## config.mk

```make
export PLATFORM = sky130hd
export DESIGN_NAME = char_lcd_text_sequencer
export DESIGN_NICKNAME = d
export VERILOG_FILES = /design/src/rtl/core/clts_pkg.sv /design/src/rtl/core/clts_cmd_decode.sv /design/src/rtl/core/char_lcd_text_sequencer.sv
export VERILOG_INCLUDE_DIRS = /design/src /design/src/rtl/core
export SDC_FILE = /design/constraint.sdc
export NUM_CORES = 1
export LEC_CHECK = 0
export ABC_AREA = 1
export BUFFER_PORTS_ARGS = -buffer_cell sky130_fd_sc_hd__clkbuf_2
export CAP_MARGIN = 10
export CORE_MARGIN = 1
export CORE_UTILIZATION = 51
export DETAILED_ROUTE_END_ITERATION = 8
export PLACE_DENSITY = 0.77
export SYNTH_ARGS = -nofsm -noshare
export SYNTH_HDL_FRONTEND = slang
export SYNTH_SLANG_ARGS = --single-unit
```

## constraint.sdc

```tcl
create_clock -name i_clk -period 2.8 [get_ports i_clk]
set_input_delay 0.28 -clock i_clk [delete_from_list [all_inputs] [get_ports i_clk]]
set_output_delay 0.28 -clock i_clk [all_outputs]
set_load 0.02 [all_outputs]
```

## src/rtl/core/char_lcd_text_sequencer_assert.svh

```systemverilog
// ----------------------------------------------------------------------------
// Assertion macros for the character display text sequencer
// Concurrent checks on i_clk, compiled out for synthesis.
// ----------------------------------------------------------------------------
`ifndef CHAR_LCD_TEXT_SEQUENCER_ASSERT_SVH
`define CHAR_LCD_TEXT_SEQUENCER_ASSERT_SVH

`ifndef SYNTHESIS
// checked outside reset only
`define CLTS_ASSERT(lbl, prop, msg) \
    lbl: assert property (@(posedge i_clk) disable iff (!i_rst_n) (prop)) else $error(msg);
// checked on every edge, reset included
`define CLTS_ASSERT_RST(lbl, prop, msg) \
    lbl: assert property (@(posedge i_clk) (prop)) else $error(msg);
`else
`define CLTS_ASSERT(lbl, prop, msg)
`define CLTS_ASSERT_RST(lbl, prop, msg)
`endif

`endif

```

## src/rtl/core/clts_pkg.sv

```systemverilog
// ----------------------------------------------------------------------------
// clts_pkg
// Types and display command bytes shared by the text sequencer modules.
// ----------------------------------------------------------------------------
package clts_pkg;

    typedef enum logic [2:0] {
        CMD_PUT_CHAR   = 3'd0,
        CMD_SET_CURSOR = 3'd1,
        CMD_CLEAR      = 3'd2,
        CMD_INIT       = 3'd3,
        CMD_DEF_GLYPH  = 3'd4,
        CMD_PUT_GLYPH  = 3'd5
    } t_cmd;

    localparam logic [1:0] ROW_LINE1 = 2'd1;
    localparam logic [1:0] ROW_LINE2 = 2'd2;

    // controller instruction bytes
    localparam logic [7:0] LCD_LINE1_ADDR = 8'h80;
    localparam logic [7:0] LCD_LINE2_ADDR = 8'hC0;
    localparam logic [7:0] LCD_CGRAM_ADDR = 8'h40;
    localparam logic [7:0] LCD_FUNC_SET   = 8'h28;
    localparam logic [7:0] LCD_ENTRY_MODE = 8'h06;
    localparam logic [7:0] LCD_DISP_ON    = 8'h0C;
    localparam logic [7:0] LCD_DISP_CLR   = 8'h01;
    localparam logic [7:0] LCD_HOME       = 8'h02;

    localparam logic RS_CMD  = 1'b0;
    localparam logic RS_DATA = 1'b1;

    localparam int MAX_BYTES  = 9;
    localparam int BYTE_IDX_W = $clog2(MAX_BYTES);
    localparam int NBYTES_W   = $clog2(MAX_BYTES + 1);

    typedef struct packed {
        logic [2:0]  cmd;
        logic [7:0]  char_code;
        logic [1:0]  row;
        logic [4:0]  col;
        logic [2:0]  glyph_slot;
        logic [63:0] glyph_rows;
    } t_in_item;

    typedef struct packed {
        logic       reg_select;
        logic [3:0] nibble;
        logic       last;
    } t_out_item;

    typedef struct packed {
        logic       rs;
        logic [7:0] data;
    } t_lcd_byte;

    // byte list produced by one request, entry 0 goes out first
    typedef struct packed {
        logic [NBYTES_W-1:0]          nbytes;
        t_lcd_byte [MAX_BYTES-1:0]    bytes;
    } t_seq;

endpackage

```

## src/rtl/core/clts_cmd_decode.sv

```systemverilog
// ----------------------------------------------------------------------------
// clts_cmd_decode
// Turns one request into its list of bus bytes and the next cursor state.
// ----------------------------------------------------------------------------
module clts_cmd_decode #(
    parameter int LINE_WIDTH = 16,
    localparam int CNT_W = $clog2(2 * LINE_WIDTH + 1),
    localparam int COL_W = $clog2(LINE_WIDTH + 1)
) (
    input  clts_pkg::t_in_item i_item,
    input  logic [CNT_W-1:0]   i_cnt,
    input  logic [1:0]         i_row,
    input  logic [COL_W-1:0]   i_col,
    output clts_pkg::t_seq     o_seq,
    output logic [CNT_W-1:0]   o_cnt,
    output logic [1:0]         o_row,
    output logic [COL_W-1:0]   o_col
);

    localparam logic [CNT_W-1:0] LW_C  = CNT_W'(LINE_WIDTH);
    localparam logic [CNT_W-1:0] LW2_C = CNT_W'(2 * LINE_WIDTH);

    clts_pkg::t_cmd       cmd;
    logic [1:0]           sc_row;
    logic [5:0]           sc_col6;
    logic [COL_W-1:0]     sc_cl;
    logic                 sc_ok;
    clts_pkg::t_lcd_byte  sc_byte;
    logic [CNT_W-1:0]     sc_cnt;
    logic [CNT_W-1:0]     cnt_inc;

    assign cmd = clts_pkg::t_cmd'(i_item.cmd);

    // shared set-cursor path; put glyph re-addresses the stored position
    always_comb begin
        if (cmd == clts_pkg::CMD_PUT_GLYPH) begin
            sc_row  = i_row;
            sc_col6 = 6'(i_col);
        end else begin
            sc_row  = i_item.row;
            sc_col6 = 6'(i_item.col);
        end

        if (sc_col6 == 6'd0) begin
            sc_cl = COL_W'(1);
        end else if (32'(sc_col6) > 32'(LINE_WIDTH)) begin
            sc_cl = COL_W'(LINE_WIDTH);
        end else begin
            sc_cl = COL_W'(sc_col6);
        end

        sc_ok      = (sc_row == clts_pkg::ROW_LINE1) || (sc_row == clts_pkg::ROW_LINE2);
        sc_byte.rs = clts_pkg::RS_CMD;
        if (sc_row == clts_pkg::ROW_LINE2) begin
            sc_byte.data = clts_pkg::LCD_LINE2_ADDR + 8'(sc_cl) - 8'd1;
            sc_cnt       = LW_C + CNT_W'(sc_cl) - CNT_W'(1);
        end else begin
            sc_byte.data = clts_pkg::LCD_LINE1_ADDR + 8'(sc_cl) - 8'd1;
            sc_cnt       = CNT_W'(sc_cl) - CNT_W'(1);
        end

        cnt_inc = (i_cnt < LW2_C) ? i_cnt + CNT_W'(1) : i_cnt;
    end

    always_comb begin
        o_seq = '0;
        o_cnt = i_cnt;
        o_row = i_row;
        o_col = i_col;

        unique case (cmd)
            clts_pkg::CMD_PUT_CHAR: begin
                o_seq.bytes[0] = '{rs: clts_pkg::RS_DATA, data: i_item.char_code};
                o_cnt          = cnt_inc;
                if ((cnt_inc < LW_C) || ((cnt_inc > LW_C) && (cnt_inc < LW2_C))) begin
                    o_seq.nbytes = clts_pkg::NBYTES_W'(1);
                    if (i_col < COL_W'(LINE_WIDTH)) begin
                        o_col = i_col + COL_W'(1);
                    end
                end else if (cnt_inc == LW_C) begin
                    // line 1 full: move to start of line 2
                    o_seq.nbytes   = clts_pkg::NBYTES_W'(2);
                    o_seq.bytes[1] = '{rs: clts_pkg::RS_CMD, data: clts_pkg::LCD_LINE2_ADDR};
                    o_row          = clts_pkg::ROW_LINE2;
                    o_col          = COL_W'(1);
                end else begin
                    // line 2 full: wrap to start of line 1
                    o_seq.nbytes   = clts_pkg::NBYTES_W'(2);
                    o_seq.bytes[1] = '{rs: clts_pkg::RS_CMD, data: clts_pkg::LCD_LINE1_ADDR};
                    o_row          = clts_pkg::ROW_LINE1;
                    o_col          = COL_W'(1);
                    o_cnt          = '0;
                end
            end
            clts_pkg::CMD_SET_CURSOR: begin
                if (sc_ok) begin
                    o_seq.nbytes   = clts_pkg::NBYTES_W'(1);
                    o_seq.bytes[0] = sc_byte;
                    o_cnt          = sc_cnt;
                    o_row          = sc_row;
                    o_col          = sc_cl;
                end
            end
            clts_pkg::CMD_CLEAR: begin
                o_seq.nbytes   = clts_pkg::NBYTES_W'(2);
                o_seq.bytes[0] = '{rs: clts_pkg::RS_CMD, data: clts_pkg::LCD_DISP_CLR};
                o_seq.bytes[1] = '{rs: clts_pkg::RS_CMD, data: clts_pkg::LCD_HOME};
                o_cnt          = '0;
                o_row          = clts_pkg::ROW_LINE1;
                o_col          = COL_W'(1);
            end
            clts_pkg::CMD_INIT: begin
                o_seq.nbytes   = clts_pkg::NBYTES_W'(5);
                o_seq.bytes[0] = '{rs: clts_pkg::RS_CMD, data: clts_pkg::LCD_DISP_CLR};
                o_seq.bytes[1] = '{rs: clts_pkg::RS_CMD, data: clts_pkg::LCD_HOME};
                o_seq.bytes[2] = '{rs: clts_pkg::RS_CMD, data: clts_pkg::LCD_FUNC_SET};
                o_seq.bytes[3] = '{rs: clts_pkg::RS_CMD, data: clts_pkg::LCD_ENTRY_MODE};
                o_seq.bytes[4] = '{rs: clts_pkg::RS_CMD, data: clts_pkg::LCD_DISP_ON};
                o_cnt          = '0;
                o_row          = clts_pkg::ROW_LINE1;
                o_col          = COL_W'(1);
            end
            clts_pkg::CMD_DEF_GLYPH: begin
                o_seq.nbytes   = clts_pkg::NBYTES_W'(clts_pkg::MAX_BYTES);
                o_seq.bytes[0] = '{rs: clts_pkg::RS_CMD,
                                   data: clts_pkg::LCD_CGRAM_ADDR
                                         | {2'b00, i_item.glyph_slot, 3'b000}};
                for (int i = 0; i < 8; i++) begin
                    o_seq.bytes[i+1] = '{rs: clts_pkg::RS_DATA,
                                         data: i_item.glyph_rows[8*i +: 8]};
                end
            end
            clts_pkg::CMD_PUT_GLYPH: begin
                if (sc_ok) begin
                    o_seq.nbytes   = clts_pkg::NBYTES_W'(2);
                    o_seq.bytes[0] = sc_byte;
                    o_seq.bytes[1] = '{rs: clts_pkg::RS_DATA,
                                       data: {5'b00000, i_item.glyph_slot}};
                    // column stays put, count steps past the glyph
                    o_cnt          = sc_cnt + CNT_W'(1);
                    o_row          = sc_row;
                    o_col          = sc_cl;
                end else begin
                    o_seq.nbytes   = clts_pkg::NBYTES_W'(1);
                    o_seq.bytes[0] = '{rs: clts_pkg::RS_DATA,
                                       data: {5'b00000, i_item.glyph_slot}};
                    o_cnt          = cnt_inc;
                end
            end
            default: begin
                // undefined command codes: nothing sent, state kept
            end
        endcase
    end

endmodule

```

## src/rtl/core/char_lcd_text_sequencer.sv

```systemverilog
// ----------------------------------------------------------------------------
// char_lcd_text_sequencer
// Two-line character display text sequencer for a 4-bit controller bus.
// ----------------------------------------------------------------------------
// Each request is decoded in the cycle it is accepted into a list of up to
// nine bus bytes, which leave as nibbles, high nibble first, one per cycle
// while the output is not stalled, through a single output register. A
// request sends two nibbles per byte: 2 for a plain character, 4 when a
// character fills a line or for put glyph and clear, 10 for init, 18 for
// define glyph, none for a request that sends nothing. The next request
// is accepted in the cycle the previous request's last nibble enters the
// output register, so the output runs without gaps. Enable strobes and
// bus timing are the job of the physical layer behind this block.
// ----------------------------------------------------------------------------
`include "char_lcd_text_sequencer_assert.svh"

module char_lcd_text_sequencer #(
    parameter int LINE_WIDTH = 16
) (
    input  logic                 i_clk,
    input  logic                 i_rst_n,
    input  logic                 i_in_valid,
    output logic                 o_in_stall,
    input  clts_pkg::t_in_item   i_in_item,
    output logic                 o_out_valid,
    input  logic                 i_out_stall,
    output clts_pkg::t_out_item  o_out_item
);

    localparam int CNT_W = $clog2(2 * LINE_WIDTH + 1);
    localparam int COL_W = $clog2(LINE_WIDTH + 1);
    localparam logic [CNT_W-1:0] LW2_C = CNT_W'(2 * LINE_WIDTH);

    logic [CNT_W-1:0]                r_cnt;
    logic [1:0]                      r_row;
    logic [COL_W-1:0]                r_col;
    logic [CNT_W-1:0]                n_cnt;
    logic [1:0]                      n_row;
    logic [COL_W-1:0]                n_col;
    clts_pkg::t_seq                  n_seq;

    clts_pkg::t_seq                  r_seq;
    logic                            r_busy;
    logic [clts_pkg::BYTE_IDX_W-1:0] r_byte;
    logic [clts_pkg::BYTE_IDX_W-1:0] r_last_idx;
    logic                            r_half;

    logic                            r_out_valid;
    clts_pkg::t_out_item             r_out;

    logic                            emit_go;
    logic                            buf_done;
    logic                            in_acc;
    clts_pkg::t_lcd_byte             cur_byte;
    clts_pkg::t_out_item             n_out;

    clts_cmd_decode #(
        .LINE_WIDTH (LINE_WIDTH)
    ) u_decode (
        .i_item (i_in_item),
        .i_cnt  (r_cnt),
        .i_row  (r_row),
        .i_col  (r_col),
        .o_seq  (n_seq),
        .o_cnt  (n_cnt),
        .o_row  (n_row),
        .o_col  (n_col)
    );

    // a nibble moves on whenever the output register is free or being taken
    assign emit_go    = r_busy && (!r_out_valid || !i_out_stall);
    assign buf_done   = emit_go && r_half && (r_byte == r_last_idx);
    assign o_in_stall = r_busy && !buf_done;
    assign in_acc     = i_in_valid && !o_in_stall;

    always_comb begin
        cur_byte         = r_seq.bytes[r_byte];
        n_out.reg_select = cur_byte.rs;
        n_out.nibble     = r_half ? cur_byte.data[3:0] : cur_byte.data[7:4];
        n_out.last       = r_half && (r_byte == r_last_idx);
    end

    always_ff @(posedge i_clk) begin
        if (!i_rst_n) begin
            r_cnt  <= '0;
            r_row  <= clts_pkg::ROW_LINE1;
            r_col  <= COL_W'(1);
            r_busy <= 1'b0;
            r_byte <= '0;
            r_half <= 1'b0;
        end else if (in_acc) begin
            r_cnt  <= n_cnt;
            r_row  <= n_row;
            r_col  <= n_col;
            r_busy <= (n_seq.nbytes != '0);
            r_byte <= '0;
            r_half <= 1'b0;
        end else if (emit_go) begin
            r_half <= !r_half;
            if (r_half) begin
                r_byte <= r_byte + clts_pkg::BYTE_IDX_W'(1);
            end
            if (buf_done) begin
                r_busy <= 1'b0;
            end
        end
    end

    // byte list payload, no reset needed
    always_ff @(posedge i_clk) begin
        if (in_acc) begin
            r_seq      <= n_seq;
            r_last_idx <= clts_pkg::BYTE_IDX_W'(n_seq.nbytes - clts_pkg::NBYTES_W'(1));
        end
    end

    always_ff @(posedge i_clk) begin
        if (!i_rst_n) begin
            r_out_valid <= 1'b0;
        end else if (emit_go) begin
            r_out_valid <= 1'b1;
        end else if (!i_out_stall) begin
            r_out_valid <= 1'b0;
        end
    end

    always_ff @(posedge i_clk) begin
        if (emit_go) begin
            r_out <= n_out;
        end
    end

    assign o_out_valid = r_out_valid;
    assign o_out_item  = r_out;

    `CLTS_ASSERT(a_row_legal, r_row == clts_pkg::ROW_LINE1 || r_row == clts_pkg::ROW_LINE2, "cursor row left lines 1 and 2")
    `CLTS_ASSERT(a_cnt_sat, r_cnt <= LW2_C, "character count above two full lines")
    `CLTS_ASSERT(a_col_legal, r_col != '0 && 32'(r_col) <= 32'(LINE_WIDTH), "cursor column out of range")
    `CLTS_ASSERT(a_buf_drains, buf_done && !in_acc |=> !r_busy, "byte list still busy after its last nibble")
    `CLTS_ASSERT_RST(a_reset_idle, !i_rst_n |=> !r_out_valid && !r_busy, "sequencer not idle after reset")

endmodule
```

==> qor.yml <==
cts:
  root_buffer: "clkbuf_8"
  cts_buffer_depth: 2
  cts_tree: "done"
  cts-htree-levels: 3
  cts_made_buffers: 9
  numClockSinks: 105
  clock_latency_ns: 0.39
  ctsResizeCount: 0
  clk_pin_slew_ns: 0.10
  cts_setup_buffers: 0
  hold_buffers: 0
placement:
  place_ws_ns: 0.199
  post-dp-hpwl_um: 10300
  place.gp.congestion: 0.983
  port_buffers: 96
die:
  die_h_um: 107
  dieArea_um2: 11400
  core_area_um2: 10500
  die_w_um: 107
  io_pins: 97
  start_util: 0.534
  row_count: 37
cells_and_area:
  drive_above_1_share: 0.210
  area_delta_synth_final_pct: 16.5
  fill_cells: 907
  final_cell_mix: "nor2_1 (114), inv_1 (102), clkbuf_2 (96)"
  final_common_cell: "nor2_1"
  nNetsFinal: 844
  fin_util: 0.622
  antennaDiodeCount: 0
logic_synthesis:
  synthTopCellsByArea: "edfxtp_1 (45%), nor2_1 (7.6%), dfxtp_1 (7.1%)"
  ys_ff_latch: 105
  syn-num-nets: 748
  synthArstFlopShare: 0
  synth_area_per_cell_um2: 8.59
  seq_area_frac_synth: 0.526
  synthDominantCellAreaShare: 0.455
  synthFlopType: "edfxtp_1"
  synthDistinctLibCells: 41
  yosysTopAreaCell: "edfxtp_1"
  synth_area_um2: 5610
  syn_inst: 653
  yosysWarnings: 0
  synth_edf_count: 85
timing:
  rsz0062_at_grt: "no"
  fin_setup_tns_ns: 0
  slew_headroom: 0.512
  hold_ws_ns: 0.173
  finalSetupViolCount: 0
  period_share: 0.894
  slew_violations: 0
  setup_ws_ns: 0.296
  worstMarginPinSlew_ns: 0.731
  fin_worst_skew_ns: 0.00895
  fmax_mhz: 399
  hold_viol: 0
  min_period_ns: 2.50
route:
  drt-vias-per-instance: 5.41
  wl_um: 13800
  vias: 4814
  drt_iter0_drc: 396
  wl_per_cell_um: 15.5
  drc_errors: 0
  ant_nets: 0
  first_pass_iters: 5
global_route:
  grt_antenna_before_repair: 0
  grtUsageTotal: 0.259
  grt_max_degree: 58
  grt_pass1_wl_um: 22400
  grt_pass1_vias: 4632
  overflow: 0
min_path:
  hp-class: "in -> reg"
setup_path:
  path_max_fanout: 7
  criticalPathCategory: "reg -> reg"
  cp.required_ns: 2.94
  start_kind: "flip-flop"
  crit_path_end_kind: "flip-flop"
  worstPathArrival_ns: 2.65
power:
  ir_drop_mv: 0.353
  p_total_uw: 3500
  power_density_nw_per_um2: 535
  leakagePower_uw: 0.00301
job:
  drv_cap: 0
status:
  status: "finished clean"
[report_power, final]
part | total (uW) | switching, uW | internal [uW] | leakage, uW
Clock | 1130 | 540 | 594 | 0.000114
Combinational | 514 | 328 | 187 | 0.00188
Sequential | 1850 | 43.4 | 1810 | 0.00101
[per-stage QoR]
| step | std cells | area (um2) |
|---|---|---|
| final | 890 | 6540 |
| after global routing | 890 | 6540 |
| after CTS | 890 | 6540 |
| after detailed placement | 874 | 6300 |
| after global placement | 874 | 6300 |
| after floorplan | 653 | 5620 |
[registers in the layout, indices dropped and copies added, names as in the netlist]
name	cells
r_last_idx	4
r_cnt	6
r_row	2
r_byte	4
r_seq	75
o_out_valid	1
r_col	5
o_out_item	6
r_half	1
r_busy	1
[kinds of logic after synthesis]
logic type      count (synthesis)  synth area share
compound gates                130             0.137
xor+xnor                       13            0.0216
fa+ha+maj                       6            0.0134
buf+inv                       135            0.0945
flops                         105             0.526
mux                             2           0.00357
simple gates                  262             0.203
[cells in the mapped netlist, drive strengths merged (2+ instances only)]
library cell	count
a21oi	21
inv	109
nand2	99
ha	6
o221ai	16
nand4	11
dfxtp	20
o21ai	67
nor3	4
o211ai	6
mux2i	2
xor2	12
o31ai	2
edfxtp	85
nor2	122
nand3	24
o22ai	13
buf	8
clkbuf	17
[worst max-delay path: stages (launching register included)]
cell and delay [ns]:
dfxtp_1 0.49, ha_1 0.22, nand3_1 0.10, nor2_1 0.12, xor2_1 0.26, nand2_1 0.13, nor2_2 0.22, nor2_2 0.10
nand2_1 0.14, nand2_1 0.07, inv_1 0.07, ha_1 0.13, inv_1 0.05, xor2_1 0.15
[metal layers]
metal | part of all wire | track usage
met1 | 0.44 | 0.351
met2 | 0.46 | 0.411
met3 | 0.071 | 0.0626
met4 | 0.020 | 0.0871
met5 | 0 | 0
[final timing paths]
path                              start                 endpoint  slack (ns)  cells past startpoint
setup reg to reg  r_cnt[0]$_SDFFE_PN0P_  r_last_idx[2]$_DFFE_PP_        0.30                     13
setup / recovery  r_cnt[0]$_SDFFE_PN0P_  r_last_idx[2]$_DFFE_PP_        0.30                     13
hold reg to reg   r_row[0]$_SDFFE_PN1P_    r_row[0]$_SDFFE_PN1P_        0.50                      2
hold / removal            i_in_item[13]      r_seq[23]$_DFFE_PP_        0.17                      3
[cell type report]
| type | instances | area, um2 | share of cell area |
|---|---|---|---|
| well taps | 136 | 170 | 0.0260 |
| repair buffers | 110 | 623 | 0.0953 |
| inverters | 110 | 422 | 0.0645 |
| clock inverters | 7 | 118 | 0.0180 |
| flip-flops and latches | 105 | 2950 | 0.452 |
| multi-input cells | 413 | 2130 | 0.326 |
| clock buffers | 9 | 124 | 0.0189 |
No activity file was read; power rests on OpenSTA's default activity.
